===== src/rtl/core/ctss_pkg.sv =====
// Shared types and constants for the seven-segment clock frame serializer.
package ctss_pkg;

    localparam int FrameBytes = 6;
    localparam int FrameBits  = FrameBytes * 8;
    localparam int IndexW     = $clog2(FrameBits);

    localparam logic [IndexW-1:0] LastIndex = IndexW'(FrameBits - 1);

    // One frame of segment bytes, hour tens byte in the top byte, 1 = lit
    typedef logic [FrameBits-1:0] frame_t;

endpackage


===== src/rtl/core/ctss_front.sv =====
// Front stage: clamp the time, convert to 12-hour form, split digits and encode the segment frame.
module ctss_front (
    input  logic            clk,
    input  logic            rst_n,
    input  logic            in_valid,
    output logic            in_ready,
    input  logic [5:0]      seconds,
    input  logic [5:0]      minutes,
    input  logic [4:0]      hours,
    output logic            frame_valid,
    input  logic            frame_ready,
    output ctss_pkg::frame_t frame
);
    import ctss_pkg::*;

    localparam logic [7:0] SegA  = 8'h08;
    localparam logic [7:0] SegB  = 8'h04;
    localparam logic [7:0] SegC  = 8'h02;
    localparam logic [7:0] SegD  = 8'h20;
    localparam logic [7:0] SegE  = 8'h80;
    localparam logic [7:0] SegF  = 8'h40;
    localparam logic [7:0] SegG  = 8'h10;
    localparam logic [7:0] SegDp = 8'h01;

    localparam logic [5:0] MaxMinSec = 6'd59;
    localparam logic [4:0] MaxHour   = 5'd23;
    localparam logic [4:0] HalfDay   = 5'd12;
    localparam logic [4:0] Ten       = 5'd10;

    function automatic logic [7:0] glyph(input logic [3:0] d);
        logic [7:0] g;
        begin
            case (d)
                4'd0:    g = SegA | SegB | SegC | SegD | SegE | SegF;
                4'd1:    g = SegB | SegC;
                4'd2:    g = SegA | SegB | SegD | SegE | SegG;
                4'd3:    g = SegA | SegB | SegC | SegD | SegG;
                4'd4:    g = SegB | SegC | SegF | SegG;
                4'd5:    g = SegA | SegC | SegD | SegF | SegG;
                4'd6:    g = SegA | SegC | SegD | SegE | SegF | SegG;
                4'd7:    g = SegA | SegB | SegC;
                4'd8:    g = SegA | SegB | SegC | SegD | SegE | SegF | SegG;
                4'd9:    g = SegA | SegB | SegC | SegD | SegF | SegG;
                default: g = 8'h00;
            endcase
            return g;
        end
    endfunction

    // Tens digit of a value 0..59 by range compare
    function automatic logic [2:0] tens_of(input logic [5:0] v);
        logic [2:0] t;
        begin
            if (v >= 6'd50)      t = 3'd5;
            else if (v >= 6'd40) t = 3'd4;
            else if (v >= 6'd30) t = 3'd3;
            else if (v >= 6'd20) t = 3'd2;
            else if (v >= 6'd10) t = 3'd1;
            else                 t = 3'd0;
            return t;
        end
    endfunction

    logic [5:0] sec_c, min_c;
    logic [4:0] hr24_c, hr12, hr_ones;
    logic [2:0] sec_tens, min_tens;
    logic [5:0] sec_ones, min_ones;
    logic       is_am, hr_two_digit;
    frame_t     frame_c;
    frame_t     frame_reg;
    logic       valid_reg;

    // Clamp, convert to 12-hour form and split digits
    always_comb
    begin
        sec_c    = (seconds > MaxMinSec) ? MaxMinSec : seconds;
        min_c    = (minutes > MaxMinSec) ? MaxMinSec : minutes;
        hr24_c   = (hours > MaxHour) ? MaxHour : hours;
        is_am    = hr24_c < HalfDay;
        hr12     = is_am ? hr24_c : (hr24_c - HalfDay);
        if (hr12 == 5'd0)
        begin
            hr12 = HalfDay;
        end
        hr_two_digit = hr12 >= Ten;
        hr_ones      = hr_two_digit ? (hr12 - Ten) : hr12;
        sec_tens     = tens_of(sec_c);
        min_tens     = tens_of(min_c);
        sec_ones     = sec_c - 6'({3'd0, sec_tens} * 6'd10);
        min_ones     = min_c - 6'({3'd0, min_tens} * 6'd10);

        frame_c[47:40] = (hr_two_digit ? glyph(4'd1) : 8'h00) | (is_am ? SegDp : 8'h00);
        frame_c[39:32] = glyph(hr_ones[3:0]) | (is_am ? 8'h00 : SegDp);
        frame_c[31:24] = glyph({1'b0, min_tens}) | SegDp;
        frame_c[23:16] = glyph(min_ones[3:0]) | SegDp;
        frame_c[15:8]  = glyph({1'b0, sec_tens});
        frame_c[7:0]   = glyph(sec_ones[3:0]);
    end

    assign in_ready    = !valid_reg || frame_ready;
    assign frame_valid = valid_reg;
    assign frame       = frame_reg;

    // Hold the encoded frame until the queue takes it
    always_ff @(posedge clk or negedge rst_n)
    begin
        if (!rst_n)
        begin
            valid_reg <= 1'b0;
        end
        else if (in_ready)
        begin
            valid_reg <= in_valid;
        end
    end

    always_ff @(posedge clk)
    begin
        if (in_ready && in_valid)
        begin
            frame_reg <= frame_c;
        end
    end

endmodule


===== src/rtl/core/ctss_queue.sv =====
// Two-entry frame queue between the encoder and the serializer.
module ctss_queue (
    input  logic             clk,
    input  logic             rst_n,
    input  logic             push_valid,
    output logic             push_ready,
    input  ctss_pkg::frame_t push_frame,
    output logic             pop_valid,
    input  logic             pop,
    output ctss_pkg::frame_t pop_frame
);
    import ctss_pkg::*;

    frame_t     entries_reg [2];
    logic       wr_ptr_reg, rd_ptr_reg;
    logic [1:0] count_reg;
    logic       do_push, do_pop;

    assign push_ready = count_reg != 2'd2;
    assign pop_valid  = count_reg != 2'd0;
    assign pop_frame  = entries_reg[rd_ptr_reg];
    assign do_push    = push_valid && push_ready;
    assign do_pop     = pop && pop_valid;

    // Advance pointers and fill count
    always_ff @(posedge clk or negedge rst_n)
    begin
        if (!rst_n)
        begin
            wr_ptr_reg <= 1'b0;
            rd_ptr_reg <= 1'b0;
            count_reg  <= 2'd0;
        end
        else
        begin
            if (do_push)
            begin
                wr_ptr_reg <= !wr_ptr_reg;
            end
            if (do_pop)
            begin
                rd_ptr_reg <= !rd_ptr_reg;
            end
            if (do_push && !do_pop)
            begin
                count_reg <= count_reg + 2'd1;
            end
            else if (do_pop && !do_push)
            begin
                count_reg <= count_reg - 2'd1;
            end
        end
    end

    // Write the incoming frame
    always_ff @(posedge clk)
    begin
        if (do_push)
        begin
            entries_reg[wr_ptr_reg] <= push_frame;
        end
    end

endmodule


===== src/rtl/core/ctss_serializer.sv =====
// Back stage: shift each frame out one active-low bit per word, MSB first.
module ctss_serializer (
    input  logic                        clk,
    input  logic                        rst_n,
    input  logic                        frame_valid,
    output logic                        frame_pop,
    input  ctss_pkg::frame_t            frame,
    output logic                        out_valid,
    input  logic                        out_ready,
    output logic                        serial_bit,
    output logic [ctss_pkg::IndexW-1:0] bit_index,
    output logic                        last
);
    import ctss_pkg::*;

    frame_t            shift_reg;
    logic [IndexW-1:0] idx_reg;
    logic              busy_reg;
    logic              out_valid_reg, serial_bit_reg, last_reg;
    logic [IndexW-1:0] bit_index_reg;
    logic              advance, at_end;

    assign advance   = !out_valid_reg || out_ready;
    assign at_end    = idx_reg == LastIndex;
    assign frame_pop = frame_valid && (!busy_reg || (advance && at_end));

    assign out_valid  = out_valid_reg;
    assign serial_bit = serial_bit_reg;
    assign bit_index  = bit_index_reg;
    assign last       = last_reg;

    // Control: busy flag, bit counter and output valid
    always_ff @(posedge clk or negedge rst_n)
    begin
        if (!rst_n)
        begin
            busy_reg      <= 1'b0;
            idx_reg       <= '0;
            out_valid_reg <= 1'b0;
        end
        else
        begin
            if (advance)
            begin
                out_valid_reg <= busy_reg;
            end
            if (busy_reg && advance)
            begin
                if (at_end)
                begin
                    busy_reg <= frame_pop;
                    idx_reg  <= '0;
                end
                else
                begin
                    idx_reg <= idx_reg + IndexW'(1);
                end
            end
            else if (frame_pop)
            begin
                busy_reg <= 1'b1;
                idx_reg  <= '0;
            end
        end
    end

    // Payload: shift line and output word
    always_ff @(posedge clk)
    begin
        if (busy_reg && advance)
        begin
            serial_bit_reg <= !shift_reg[FrameBits-1];
            bit_index_reg  <= idx_reg;
            last_reg       <= at_end;
        end
        if (frame_pop)
        begin
            shift_reg <= frame;
        end
        else if (busy_reg && advance)
        begin
            shift_reg <= {shift_reg[FrameBits-2:0], 1'b0};
        end
    end

endmodule


===== src/rtl/core/clock_time_seven_segment_shifter.sv =====
// Top level of the seven-segment clock frame serializer.
//
// Input channel (in_valid/in_ready): one time of day per word, as seconds,
// minutes and 24-hour hours in binary; values above range clamp to maximum.
// Output channel (out_valid/out_ready): 48 words per time, each carrying one
// active-low segment bit, its frame position and a last flag on bit 47.
// Bytes go hour tens first to second ones last, MSB first.
//
// With the serializer idle, an accepted time passes the encoder register, a
// queue entry, the shift line and the output register. Output is one bit per
// cycle while out_ready holds high, set by the single-bit output port.
// The encoder and a two-frame queue take new times while a frame shifts out.
// A stall on out_ready holds the current bit and freezes the shift line;
// times back up into the queue and then in_ready drops.
// Reset clears all valid flags, counters and queue pointers; no frame is
// in flight afterwards.
module clock_time_seven_segment_shifter (
    input  logic                        clk,
    input  logic                        rst_n,
    input  logic                        in_valid,
    output logic                        in_ready,
    input  logic [5:0]                  seconds,
    input  logic [5:0]                  minutes,
    input  logic [4:0]                  hours,
    output logic                        out_valid,
    input  logic                        out_ready,
    output logic                        serial_bit,
    output logic [ctss_pkg::IndexW-1:0] bit_index,
    output logic                        last
);
    import ctss_pkg::*;

    frame_t enc_frame, q_frame;
    logic   enc_valid, enc_ready, q_valid, q_pop;

    ctss_front u_front (
        .clk         (clk),
        .rst_n       (rst_n),
        .in_valid    (in_valid),
        .in_ready    (in_ready),
        .seconds     (seconds),
        .minutes     (minutes),
        .hours       (hours),
        .frame_valid (enc_valid),
        .frame_ready (enc_ready),
        .frame       (enc_frame)
    );

    ctss_queue u_queue (
        .clk        (clk),
        .rst_n      (rst_n),
        .push_valid (enc_valid),
        .push_ready (enc_ready),
        .push_frame (enc_frame),
        .pop_valid  (q_valid),
        .pop        (q_pop),
        .pop_frame  (q_frame)
    );

    ctss_serializer u_serializer (
        .clk         (clk),
        .rst_n       (rst_n),
        .frame_valid (q_valid),
        .frame_pop   (q_pop),
        .frame       (q_frame),
        .out_valid   (out_valid),
        .out_ready   (out_ready),
        .serial_bit  (serial_bit),
        .bit_index   (bit_index),
        .last        (last)
    );

endmodule

===== config.mk =====
export PLATFORM = sky130hd
export DESIGN_NAME = clock_time_seven_segment_shifter
export DESIGN_NICKNAME = d
export VERILOG_FILES = /design/src/rtl/core/ctss_pkg.sv /design/src/rtl/core/ctss_front.sv /design/src/rtl/core/ctss_queue.sv /design/src/rtl/core/ctss_serializer.sv /design/src/rtl/core/clock_time_seven_segment_shifter.sv
export SDC_FILE = /design/constraint.sdc
export NUM_CORES = 1
export LEC_CHECK = 0
export ABC_AREA = 1
export BUFFER_PORTS_ARGS = -buffer_cell sky130_fd_sc_hd__buf_2
export CAP_MARGIN = 20
export CORE_ASPECT_RATIO = 1.2
export CORE_MARGIN = 3
export CORE_UTILIZATION = 35
export CTS_BUF_LIST = sky130_fd_sc_hd__clkbuf_4
export DETAILED_ROUTE_END_ITERATION = 10
export PLACE_DENSITY_LB_ADDON = 0.2
export SLEW_MARGIN = 40
export SYNTH_ARGS = -nofsm -noshare
export SYNTH_HDL_FRONTEND = slang
export SYNTH_SLANG_ARGS = --single-unit
export TNS_END_PERCENT = 30

===== constraint.sdc =====
create_clock -name clk -period 5.3 [get_ports clk]
set_input_delay 0.53 -clock clk [delete_from_list [all_inputs] [get_ports clk]]
set_output_delay 0.53 -clock clk [all_outputs]
set_load 0.05 [all_outputs]

---- Word level (Yosys, flattened, before mapping) ----
Memories as Yosys holds them, arrays and structs flattened. A register that Yosys moved wholly into a read port is not among the register bits.
Cells that the tools add are included.
storage, ports and cells
  flip-flop bits (word level) ............. 115
  RAM bits ................................ 92
  memory bits (read-only) ................. 448
  output and inout port bits .............. 10
  memories ................................ 6
cells by class
  add/subtract/negate cells ............... 7
  multipliers ............................. 2
  magnitude comparators ................... 15
  equal/unequal tests ..................... 3
  muxes and demuxes ....................... 31
  bitwise logic cells ..................... 2
  reductions and logical operators ........ 24
memory list
  name                 depth  bits a word  read ports  clocked after memory_dff  wr ports  RTL line          RTL
  (no name shown)      16     7            1           0                         0         ctss_front.sv:33  case (d)
  (no name shown)      16     7            1           1                         0         ctss_front.sv:33
  (no name shown)      16     7            1           1                         0         ctss_front.sv:33
  u_queue.entries_reg  2      46           1           0                         1         ctss_queue.sv:14  frame_t entries_reg [2];
  (no name shown)      8      7            1           1                         0         ctss_front.sv:33
  (no name shown)      8      7            1           1                         0         ctss_front.sv:33
operator list
  operator                                                            number
  2-to-1 mux 48 bit                                                   2
  2-to-1 mux 6 bit                                                    5
  2-to-1 mux 3 bit                                                    9
  greater-or-equal comparator 6 x 5 -> 1 bit (second input constant)  4
  greater-or-equal comparator 6 bit (second input constant)           4
  bitwise OR 8 bit                                                    2
  2-to-1 mux 5 bit                                                    3
  greater-or-equal comparator 6 x 4 -> 1 bit (second input constant)  2
  greater-than comparator 6 bit (second input constant)               2
  2-to-1 mux 1 bit                                                    9
  logical AND 1 bit                                                   8
  zero test 1 bit                                                     8
  subtractor 4 bit                                                    2
  adder 6 x 1 -> 6 bit (second input constant)                        1
  == test 6 bit (second input constant)                               1
  multiplier 3 x 3 -> 3 bit (second input constant)                   2
  nonzero test 2 bit                                                  3
  greater-or-equal comparator 5 x 4 -> 1 bit (second input constant)  1
  greater-than comparator 5 bit (second input constant)               1
  zero test 5 bit                                                     1
  less-than comparator 5 x 4 -> 1 bit (second input constant)         1
  subtractor 5 x 4 -> 5 bit (second input constant)                   1
  2-to-1 mux 2 bit                                                    2
  2-to-1 mux 4 bit                                                    1
  7 further kinds                                                     9

---- Logic depth before layout (Yosys ltp) ----
Gate-level depths: netlist (run 1).
  depth after elaboration ................. 10
  depth in mapped cells ................... 22
  depth with buffers taken out ............ 22

---- Cells and area by module ----
A second synthesis (run 1) with hierarchy kept.
second synthesis, totals
  cells, all modules ...................... 868
  area, all modules ....................... 9414.0 sq um
modules (own cells, without submodules)
  module           instances  cells each  area each (sq um)  seq. area each (sq um)
  ctss_queue       1          280         3717.3             2982.9
  ctss_serializer  1          274         2932.8             1881.8
  ctss_front       1          314         2763.9             1166.1

---- Worst setup path before layout (run 1) ----
Ideal clock, no wire load.
  path kind ............................... register to register
  start point ............................. reg u_serializer.out_valid_reg (netlist: u_serializer.out_valid)
  end point ............................... reg u_serializer.idx_reg[3]
  setup time .............................. 0.129 ns
  data arrival time ....................... 2.848 ns
  required time ........................... 5.171 ns
  setup slack ............................. 2.323 ns
  stages on the path, launching flop included .. 9
  path buffers ............................ 0
  period minus slack after synthesis ...... 2.977 ns
  cells stage by stage .................... dfrtp_1 nand2_1 inv_1 nor2_1 inv_1 nand2_1 inv_1 o22ai_1 a21oi_1
between the ends
  longest elaborated chain between the ends .. 6
  elaborated cells on any way between the ends .. 8
  those cells by class .................... 1 x mux; 7 x reduce/logical
RTL lines
  what                                 RTL line               RTL
  start, declared                      ctss_serializer.sv:19  logic out_valid_reg, serial_bit_reg, last_reg;
  start signal, assigned               ctss_serializer.sv:45  out_valid_reg <= busy_reg;
  zero test 1 bit (*)                  ctss_serializer.sv:23  assign advance = !out_valid_reg || out_ready;
  logical OR 1 bit (*)                 ctss_serializer.sv:23
  logical AND 1 bit                    ctss_serializer.sv:25  assign frame_pop = frame_valid && (!busy_reg || (advance && at_end));
  logical OR 1 bit                     ctss_serializer.sv:25
  logical AND 1 bit                    ctss_serializer.sv:25
  nonzero test 2 bit (no source line)  n/a
  end signal, assigned                 ctss_serializer.sv:56  idx_reg <= idx_reg + IndexW'(1);
  end, declared                        ctss_serializer.sv:17  logic [IndexW-1:0] idx_reg;
Every way passes the cells marked *; elsewhere a longest branch is shown, timed or not.
A chain may end at the register's enable or synchronous reset.

---- Worst setup path after layout (run 1) ----
Same ends and word-level chain as after synthesis.

==> results of run 1 <==
==> worst max-delay path, cell delays in order, from the launching register on <==
cell     delay [ns]
dfrtp_1        0.40
nand2_1        0.08
inv_1          0.06
nor2_1         0.55
inv_1          0.22
nand2_2        0.54
buf_4          0.46
inv_1          0.11
o22ai_1        0.17
a21oi_1        0.06
==> final timing paths <==
kind / start / end / slack [ns] / cells after the start
worst max register to register: u_serializer.out_valid / u_serializer.idx_reg[3] / 2.53 / 9
worst max-delay path: u_serializer.out_valid / u_serializer.idx_reg[3] / 2.53 / 9
worst min register to register: u_front.frame[37] / u_queue.entries_reg[1][35] / 0.45 / 0
min in group asynchronous: rst_n / u_serializer.idx_reg[2] / 0.39 / 2
max in group asynchronous: rst_n / u_queue.count_reg[1] / 4.67 / 2
worst min-delay path: in_valid / u_front.frame_valid / 0.21 / 3
==> Yosys cell counts (all sizes together) <==
cell / number / area, um2
edfxtp: 169 / 5070
clkinv: 1 / 3.75
or2: 7 / 43.8
xnor2: 2 / 17.5
nor2: 68 / 255
nor3: 1 / 5.00
xor2: 5 / 43.8
inv: 73 / 274
a21oi: 12 / 63.8
ha: 34 / 425
nand2: 193 / 747
buf: 9 / 57.6
o32ai: 2 / 17.5
o21bai: 1 / 7.51
clkbuf: 8 / 30.0
a31oi: 36 / 225
nand4: 7 / 50.1
o21ai: 27 / 150
dfrtp: 13 / 325
a22o: 1 / 8.76
nand3b: 4 / 30.0
fa: 2 / 40.0
nand3: 13 / 92.6
o22ai: 1 / 6.26
==> stage by stage <==
step	instances	cell area, um2	hold WS [ns]
2_1_floorplan	689	8000	0.234
3_3_place_gp	982	8460	0.423
3_5_place_dp	984	8510	0.431
4_1_cts	1017	8820	0.136
5_1_grt	1018	8820	0.138
6_report	1018	8820	0.209
==> power by group through the flow <==
stage / logic [mW] / clock network (mW) / registers (mW)
detailed placement: 0.641 / 0 / 2.14
global placement: 0.585 / 0 / 2.13
floorplan: 0.405 / 0 / 2.14
finish: 0.629 / 0.789 / 2.10
global route: 0.719 / 0.883 / 2.13
CTS: 0.643 / 0.826 / 2.10
==> metal layers <==
metal / track usage / share of wire / up-vias
met5: 0 / 0 / -
met4: 0.0516 / 0.014 / 0
li1: - / - / 2419
met3: 0.0236 / 0.026 / 11
met2: 0.200 / 0.53 / 66
met1: 0.131 / 0.43 / 2354
==> logic make-up after synthesis <==
logic type,count (synthesis)
xor+xnor,7
fa+ha+maj,36
simple gates,293
flops,182
compound gates,80
buf+inv,91
==> area by class of cell <==
class / instances / area (um2) / share of cell area
Clock buffer: 20 / 150 / 0.0170
Antenna cell: 1 / 2.50 / 0.000284
Clock inverter: 12 / 155 / 0.0176
Tap cell: 274 / 343 / 0.0389
Timing Repair Buffer: 39 / 248 / 0.0281
Sequential cell: 182 / 5400 / 0.612
Inverter: 74 / 278 / 0.0315
Multi-Input combinational cell: 416 / 2250 / 0.255
==> impl_metrics.json, run 1 <==
{
  "status": "finished clean",
  "setup_violations": 0,
  "ys_types": 34,
  "p_per_area_nw_per_um2": 399,
  "power.total_mw": 3.52,
  "post-place-ws_ns": 2.01,
  "fin_crit_sh": 0.523,
  "fin_util": 0.400,
  "drt_iter0_drc": 194,
  "routabilityCongestion": 0.823,
  "synth_top_family_by_area": "simple AND/OR/NAND/NOR gates",
  "core_area_um2": 22100,
  "ys_seq_area_frac": 0.675,
  "hold_viol_final": 0,
  "grt_pass1_vias": 4823,
  "hpwl_mm": 8.77,
  "rsz0062_at_grt": "no",
  "num_rows": 59,
  "cts_buffers": 17,
  "p_clk_frac": 0.224,
  "finalSetupTns_ns": 0,
  "internal_power_mw": 2.53,
  "drt-wirelength-per-cell_um": 12.9,
  "yosys.area_share.simple": 0.153,
  "ys_ff_latch": 182,
  "worst_slew_pin_slew_ns": 0.719,
  "slew_viol_final": 0,
  "clock_path_buffers": 2,
  "power_frac_seq": 0.597,
  "path_clk_slew_ns": 0.15,
  "synth_xor_xnor_area_share": 0.00767,
  "final_layout_size_suffix_gt1_frac": 0.133,
  "ir_drop_v": 0.000164,
  "nets": 787,
  "synth.mux.area_fraction": 0,
  "skew_ns": 0.0212,
  "tritoncts": "built",
  "portBuffers": 30,
  "nFillCells": 2049,
  "io_pins": 31,
  "pwr-share-comb": 0.179,
  "die_area_um2": 24700,
  "cp.arrival_ns": 3.22,
  "grt_pass1_wl_mm": 22.3,
  "syn-mean-instance-area_um2": 11.6,
  "largest_reg_flops": 76,
  "synthCells": 689,
  "syn-num-nets": 746,
  "p_leak_nw": 3.59,
  "initial_core_util": 0.362,
  "final_common_cell": "nand2_1",
  "clock_latency_ns": 0.54,
  "avgViaCountPerCell": 4.76,
  "swShare": 0.281,
  "layout_min_cycle_time_ns": 2.77,
  "fin_ws_ns": 2.53,
  "final_cell_mix": "185 x nand2_1, 169 x edfxtp_1, 70 x inv_1",
  "die_y_um": 172,
  "post-route-drc-count": 0,
  "grt-ovfl-total": 0,
  "drt-pass1-iter-count": 6,
  "post_cts_buffers": 0,
  "antenna_found_initial": 1,
  "vias": 4850,
  "ys_warn_count": 0,
  "netSwitchingPower_mw": 0.989,
  "start_kind": "flop",
  "end_kind": "flop",
  "htree_levels": 4,
  "netlist_area_um2": 8000,
  "path_class": "reg2reg",
  "max_slew_margin": 0.516,
  "synth-compound-area-share": 0.0599,
  "area_delta_synth_final_pct": 10.4,
  "drt_wl_total_mm": 13.1,
  "post_cts_resize_count": 0,
  "synth_fa_ha_area_frac": 0.0582,
  "fp.dieW_um": 144,
  "cts.sinks": 182,
  "required_ns": 5.75,
  "crit_fanout": 27,
  "hold_path_class": "in2reg",
  "cts-root-buf": "clkbuf_4",
  "grt_max_degree": 46,
  "cts_hold_buffers": 1,
  "fmax_mhz": 361,
  "final_antenna_net_count": 0,
  "maxCapViolCount": 0,
  "track_usage": 0.113
}
Note: power is estimated with default switching activity, not from simulation.
==> run 2: changes to the inputs <==
==> constraint.sdc (replaced) <==
create_clock -name clk -period 2.8 [get_ports clk]
set_input_delay 0.28 -clock clk [delete_from_list [all_inputs] [get_ports clk]]
set_output_delay 0.28 -clock clk [all_outputs]
set_load 0.05 [all_outputs]
==> run 2 against run 1 <==
Final area grew 0.11%. Clock power grew 74%. Non-clock buffer count grew 6. Sequential share of layout area shrank 0.069 points. Routed wire length shrank 1.6%. Die area is the same. Critical path type unchanged.
==> impl_metrics.json, run 2 (synthesis gave the netlist of run 1 again) <==
{
  "post-route-drc-count": 0,
  "design_area_um2": 8830,
  "layout.cells.non_filler": 1024,
  "maxCapViolCount": 0,
  "htree_levels": 4,
  "p_per_area_nw_per_um2": 736,
  "grt_max_degree": 61,
  "setup_violations": 0,
  "path_cells": "ha_1 > nand2_1 > nor2_1 > nand3_1 > o21ai_2 > o21ai_2 > ha_1 > a21oi_1 > o21ai_0 > xor2_1",
  "vias": 4814,
  "cts.sinks": 182,
  "clock_path_buffers": 2,
  "cpPeakStageDelay_ns": 0.42,
  "finalSetupTns_ns": 0,
  "rsz0062_at_grt": "no",
  "grt_pass1_vias": 4607,
  "area_delta_synth_final_pct": 10.5,
  "post_cts_buffers": 0,
  "worst_slew_pin_slew_ns": 0.705,
  "hold_viol_final": 0,
  "final_cell_mix": "185 x nand2_1, 169 x edfxtp_1, 70 x inv_1",
  "dpl_cell_area_um2": 8530,
  "layout_min_cycle_time_ns": 2.25,
  "final_antenna_net_count": 0,
  "max_slew_margin": 0.525,
  "initial_core_util": 0.362,
  "portBuffers": 30,
  "track_usage": 0.108,
  "tritoncts": "built",
  "required_ns": 3.25,
  "fin_hold_ws_ns": 0.127,
  "io_pins": 31,
  "die_area_um2": 24700,
  "path_clk_slew_ns": 0.14,
  "drt_wl_total_mm": 12.9,
  "hold_path_class": "in2async",
  "fmax_mhz": 445,
  "path_class": "reg2reg",
  "hpwl_mm": 8.37,
  "avgViaCountPerCell": 4.70,
  "drt_iter0_drc": 169,
  "cts-root-buf": "clkbuf_4",
  "die_y_um": 172,
  "slew_viol_final": 0,
  "placed_cells": 988,
  "nets": 793,
  "fp.dieW_um": 144,
  "cp.arrival_ns": 2.70,
  "p_leak_nw": 3.61,
  "largest_reg_flops": 76,
  "core_area_um2": 22100,
  "crit_slowest_cell": "dfrtp_1",
  "drt-pass1-iter-count": 4,
  "final_common_cell": "nand2_1",
  "crit_fanout": 8,
  "start_kind": "flop",
  "r2r_slack_ns": 0.55,
  "multi_input_area_um2": 2250,
  "num_rows": 59,
  "grt_pass1_wl_mm": 21.4,
  "clock_latency_ns": 0.55,
  "seqCellArea_um2": 5400,
  "status": "finished clean",
  "fin_util": 0.400,
  "grt-ovfl-total": 0,
  "skew_ns": 0.0121,
  "antenna_found_initial": 1,
  "nFillCells": 2050,
  "fin_crit_sh": 0.802,
  "end_kind": "flop",
  "ir_drop_v": 0.000294,
  "final_layout_size_suffix_gt1_frac": 0.139,
  "cts_buffers": 17,
  "routabilityCongestion": 0.832,
  "drt-wirelength-per-cell_um": 12.6
}
==> run 2: changes by cell type in the layout (fill, tap and decap cells not counted), sizes merged <==
cell         delta
buf             +4
inv             +3
bufinv          -2
clkinv          +2
clkinvlp        -2
dlygate4sd3     +2
clkbuf          -1
==> run 2: area by class of cell <==
type	instances	share of cell area
Sequential cell	182	0.611
Multi-Input combinational cell	416	0.254
Tap cell	274	0.0388
Timing Repair Buffer	45	0.0334
Inverter	74	0.0314
Clock buffer	19	0.0161
Clock inverter	13	0.0142
Antenna cell	1	0.000283
==> run 2: final timing paths <==
check / startpoint / end / depth (start not counted)
min in group clk: hours[2] / u_front.frame[32] / 3
worst max register to register: u_serializer.idx_reg[0] / u_queue.count_reg[1] / 10
worst max-delay path: u_serializer.idx_reg[0] / u_queue.count_reg[1] / 10
worst min register to register: u_front.frame[38] / u_queue.entries_reg[0][36] / 0
max in group asynchronous: rst_n / u_serializer.idx_reg[4] / 2
worst min-delay path: rst_n / u_queue.wr_ptr_reg / 2
==> run 2: per-layer routing <==
layer / global-route usage / part of all wire / up-vias
met2: 0.186 / 0.51 / 65
met1: 0.130 / 0.45 / 2292
li1: - / - / 2440
met3: 0.0239 / 0.027 / 17
met4: 0.0479 / 0.017 / 0
met5: 0 / 0 / -
==> run 2: per-stage QoR <==
stage / setup WS (ns) / power, mW
detailed placement: -0.0177 / 5.23
floorplan: 0.0787 / 4.82
global placement: 0.108 / 5.16
global route: 0.349 / 6.89
finish: 0.554 / 6.50
CTS: 0.535 / 6.60
==> run 2: where the power goes <==
part	switching, mW	internal (mW)	leakage (nW)
clock network	0.898	0.474	0.144
logic	0.824	0.326	1.69
registers	0.201	3.78	1.77
total	1.92	4.58	3.61
==> run 2: critical path, delay by kind of cell, from the launching register on <==
| family | cells | cell delay [ns] |
|---|---|---|
| XOR/XNOR | 1 | 0.15 |
| AO/OA/AOI/OAI | 4 | 0.62 |
| AND/OR/NAND/NOR | 3 | 0.39 |
| flip-flops | 1 | 0.42 |
| adder cells (fa/ha/maj) | 2 | 0.57 |
==> run 2: what timing repair did <==
action,in CTS,in global routing
hold buffers,3,0
gates resized for setup,0,0
hold endpoints to repair,15,0
==> run 3: changes to the inputs <==
--- a/config.mk
+++ b/config.mk
@@ -5,7 +5,7 @@
 export SDC_FILE = /design/constraint.sdc
 export NUM_CORES = 1
 export LEC_CHECK = 0
-export ABC_AREA = 1
+export ABC_AREA = 0
 export BUFFER_PORTS_ARGS = -buffer_cell sky130_fd_sc_hd__buf_2
 export CAP_MARGIN = 20
 export CORE_ASPECT_RATIO = 1.2
==> constraint.sdc (replaced) <==
create_clock -name clk -period 2.2 [get_ports clk]
set_input_delay 0.22 -clock clk [delete_from_list [all_inputs] [get_ports clk]]
set_output_delay 0.22 -clock clk [all_outputs]
set_load 0.05 [all_outputs]
==> run 3 against run 2 <==
Worst hold slack got worse by 0.063 ns. Via count rose by 6.0%. Final cell count rose by 3.2%. Register-to-register slack got worse by 0.44 ns. Largest cell class unchanged. Routed wire length rose by 13%. Sequential power rose by 26%. Setup slack got worse by 0.54 ns. Non-clock buffer count rose by 72. Highest routed layer unchanged. Clock skew rose by 0.011 ns. Synthesized cell count fell by 10%.
==> impl_metrics.json, run 3 <==
{
  "status": "finished clean",
  "synth.top_cell.area_share": 0.600,
  "critPathTopFamily": "simple AND/OR/NAND/NOR gates",
  "r2r_slack_ns": 0.11,
  "worst_slew_pin_slew_ns": 0.497,
  "drt_iter0_drc": 232,
  "post-route-drc-count": 0,
  "crit_fanout": 4,
  "p_per_area_nw_per_um2": 845,
  "design_area_um2": 10000,
  "hold_path_class": "in2async",
  "initial_core_util": 0.361,
  "fp.dieW_um": 148,
  "vias": 5105,
  "multi_input_area_um2": 2930,
  "syn-mean-instance-area_um2": 13.6,
  "ys.flop_type": "edfxtp_1",
  "reg2reg_to": "u_queue.count_reg[1]",
  "core_area_um2": 23400,
  "reg2reg_depth": 10,
  "drt-wirelength-per-cell_um": 13.8,
  "die_area_um2": 26100,
  "p_leak_nw": 3.75,
  "drt-pass1-iter-count": 5,
  "final_common_cell": "edfxtp_1",
  "cpPeakStageDelay_ns": 0.40,
  "end_kind": "flop",
  "required_ns": 2.50,
  "hpwl_mm": 9.11,
  "path_clk_slew_ns": 0.15,
  "layout.cells.non_filler": 1057,
  "rsz0062_at_grt": "yes",
  "portBuffers": 30,
  "seqCellArea_um2": 5400,
  "cts-root-buf": "clkbuf_4",
  "async_flop_share": 0.0714,
  "fmax_mhz": 458,
  "syn-num-nets": 677,
  "critPathCapture": "u_front.frame[36]",
  "netlist_area_um2": 8460,
  "tritoncts": "built",
  "synthCells": 620,
  "r2r_start": "u_serializer.idx_reg[1]",
  "final_antenna_net_count": 0,
  "final_cell_mix": "169 x edfxtp_1, 75 x buf_4, 56 x nand2_1",
  "ys_warn_count": 0,
  "ys_ff_latch": 182,
  "skew_ns": 0.0226,
  "largest_reg_flops": 76,
  "track_usage": 0.115,
  "fin_crit_sh": 0.993,
  "antenna_found_initial": 1,
  "max_slew_margin": 0.666,
  "cts_buffers": 17,
  "synth_edf_count": 169,
  "ys_types": 66,
  "cp.buffers_inverters": 2,
  "maxCapViolCount": 0,
  "num_rows": 61,
  "cp_common_cell": "nand2_4",
  "grt-ovfl-total": 0,
  "setup_violations": 0,
  "critPathLaunch": "hours[4]",
  "routabilityCongestion": 0.799,
  "nets": 785,
  "ys_seq_area_frac": 0.639,
  "nFillCells": 2113,
  "synthMostInstantiatedCell": "edfxtp_1",
  "placed_cells": 1012,
  "layout_min_cycle_time_ns": 2.18,
  "grt_pass1_vias": 5143,
  "cp.arrival_ns": 2.48,
  "path_class": "in2reg",
  "synthTopCellsByCount": "169 x edfxtp_1, 62 x nand2_1, 43 x mux2i_1",
  "synth.largest_area_cell": "edfxtp_1",
  "cp_num_cells": 17,
  "grt_max_degree": 48,
  "crit_slowest_cell": "or3_4",
  "final_layout_size_suffix_gt1_frac": 0.301,
  "hold_viol_final": 0,
  "io_pins": 31,
  "cts.sinks": 182,
  "drt_wl_total_mm": 14.6,
  "slew_viol_final": 0,
  "dpl_cell_area_um2": 9510,
  "ir_drop_v": 0.000345,
  "avgViaCountPerCell": 4.83,
  "htree_levels": 4,
  "grt_pass1_wl_mm": 24.4,
  "start_kind": "input port",
  "path_cells": "buf_6 > nand2_4 > nand2_4 > ha_4 > nor4_4 > a21oi_1 > nor2_1 > nor2_1 > ha_2 > buf_6 > o31ai_4 > or3_4 > nand2_4 > ha_1 > o21bai_1 > o2bb2ai_1 > a22oi_1",
  "fin_util": 0.427,
  "die_y_um": 176,
  "area_delta_synth_final_pct": 18.3,
  "clock_latency_ns": 0.56,
  "synthTopCellsByArea": "edfxtp_1 60%, mux2i_1 5.1%, ha_1 5.0%",
  "clock_path_buffers": 2
}
## run 3: stage by stage
stage	total power [mW]	hold WS, ns	setup slack (ns)	TNS [ns]
floorplan	6.19	-0.0756	-0.398	-11.43
global placement	6.80	0.135	-0.558	-8.61
detailed placement	6.88	0.134	-0.648	-9.97
CTS	8.51	0.0211	0.0111	0
global route	8.97	0.0349	-0.0502	-0.114
finish	8.45	0.0641	0.0154	0
## run 3: worst reg2reg max path: stages, from the launching register on
cell	delay (ns)
dfrtp_1	0.38
ha_2	0.21
nand3_2	0.09
or3b_4	0.39
o21ai_2	0.14
o21a_2	0.20
inv_6	0.07
ha_4	0.15
xor2_1	0.13
nor2_1	0.13
xor2_1	0.15
## run 3: repair_timing
item	CTS	global route
endpoints found under the setup margin	46	51
resized for setup	5	28
buffers inserted	1	7
hold endpoints to repair	15	0
cloned	1	0
hold buffers	3	0
pin swaps	1	13
## run 3: layout make-up
type	count	area share
Sequential cell	182	0.540
Multi-Input combinational cell	386	0.293
Timing Repair Buffer	117	0.0933
Tap cell	315	0.0394
Clock buffer	18	0.0135
Inverter	24	0.0104
Clock inverter	14	0.0103
Antenna cell	1	0.000250
## run 3: where the power goes
group          total [mW]  switching, mW  internal, mW
clock network        1.61           1.14         0.470
logic                1.82           1.09         0.736
registers            5.02          0.263          4.75
## run 3: logic make-up after synthesis
family | count (synthesis) | share of synthesized area
DFF | 182 | 0.639
xor gates and xnor gates | 8 | 0.00917
and+or+nand+nor | 164 | 0.0996
buffers and inverters | 52 | 0.0349
adders and majority gates | 36 | 0.0550
muxes | 44 | 0.0522
AOI/OAI and AO/OA | 134 | 0.110
## run 3: worst min-delay path by stage
stage	startpoint	to	slack (ns)	cells after the start
6_report	rst_n	u_serializer.out_valid	0.06	2
3_5_place_dp	rst_n	u_front.frame_valid	0.13	1
2_1_floorplan	rst_n	u_front.frame_valid	-0.08	0
3_3_place_gp	rst_n	u_front.frame_valid	0.14	1
5_1_grt	rst_n	u_serializer.idx_reg[2]	0.03	2
4_1_cts	rst_n	u_serializer.out_valid	0.02	2
## run 3: metal layers
layer | GRT usage | share of wire | vias to the layer above
li1 | - | - | 2518
met2 | 0.208 | 0.53 | 68
met4 | 0.0350 | 0.010 | 0
met1 | 0.138 | 0.43 | 2505
met5 | 0 | 0 | -
met3 | 0.0272 | 0.030 | 14
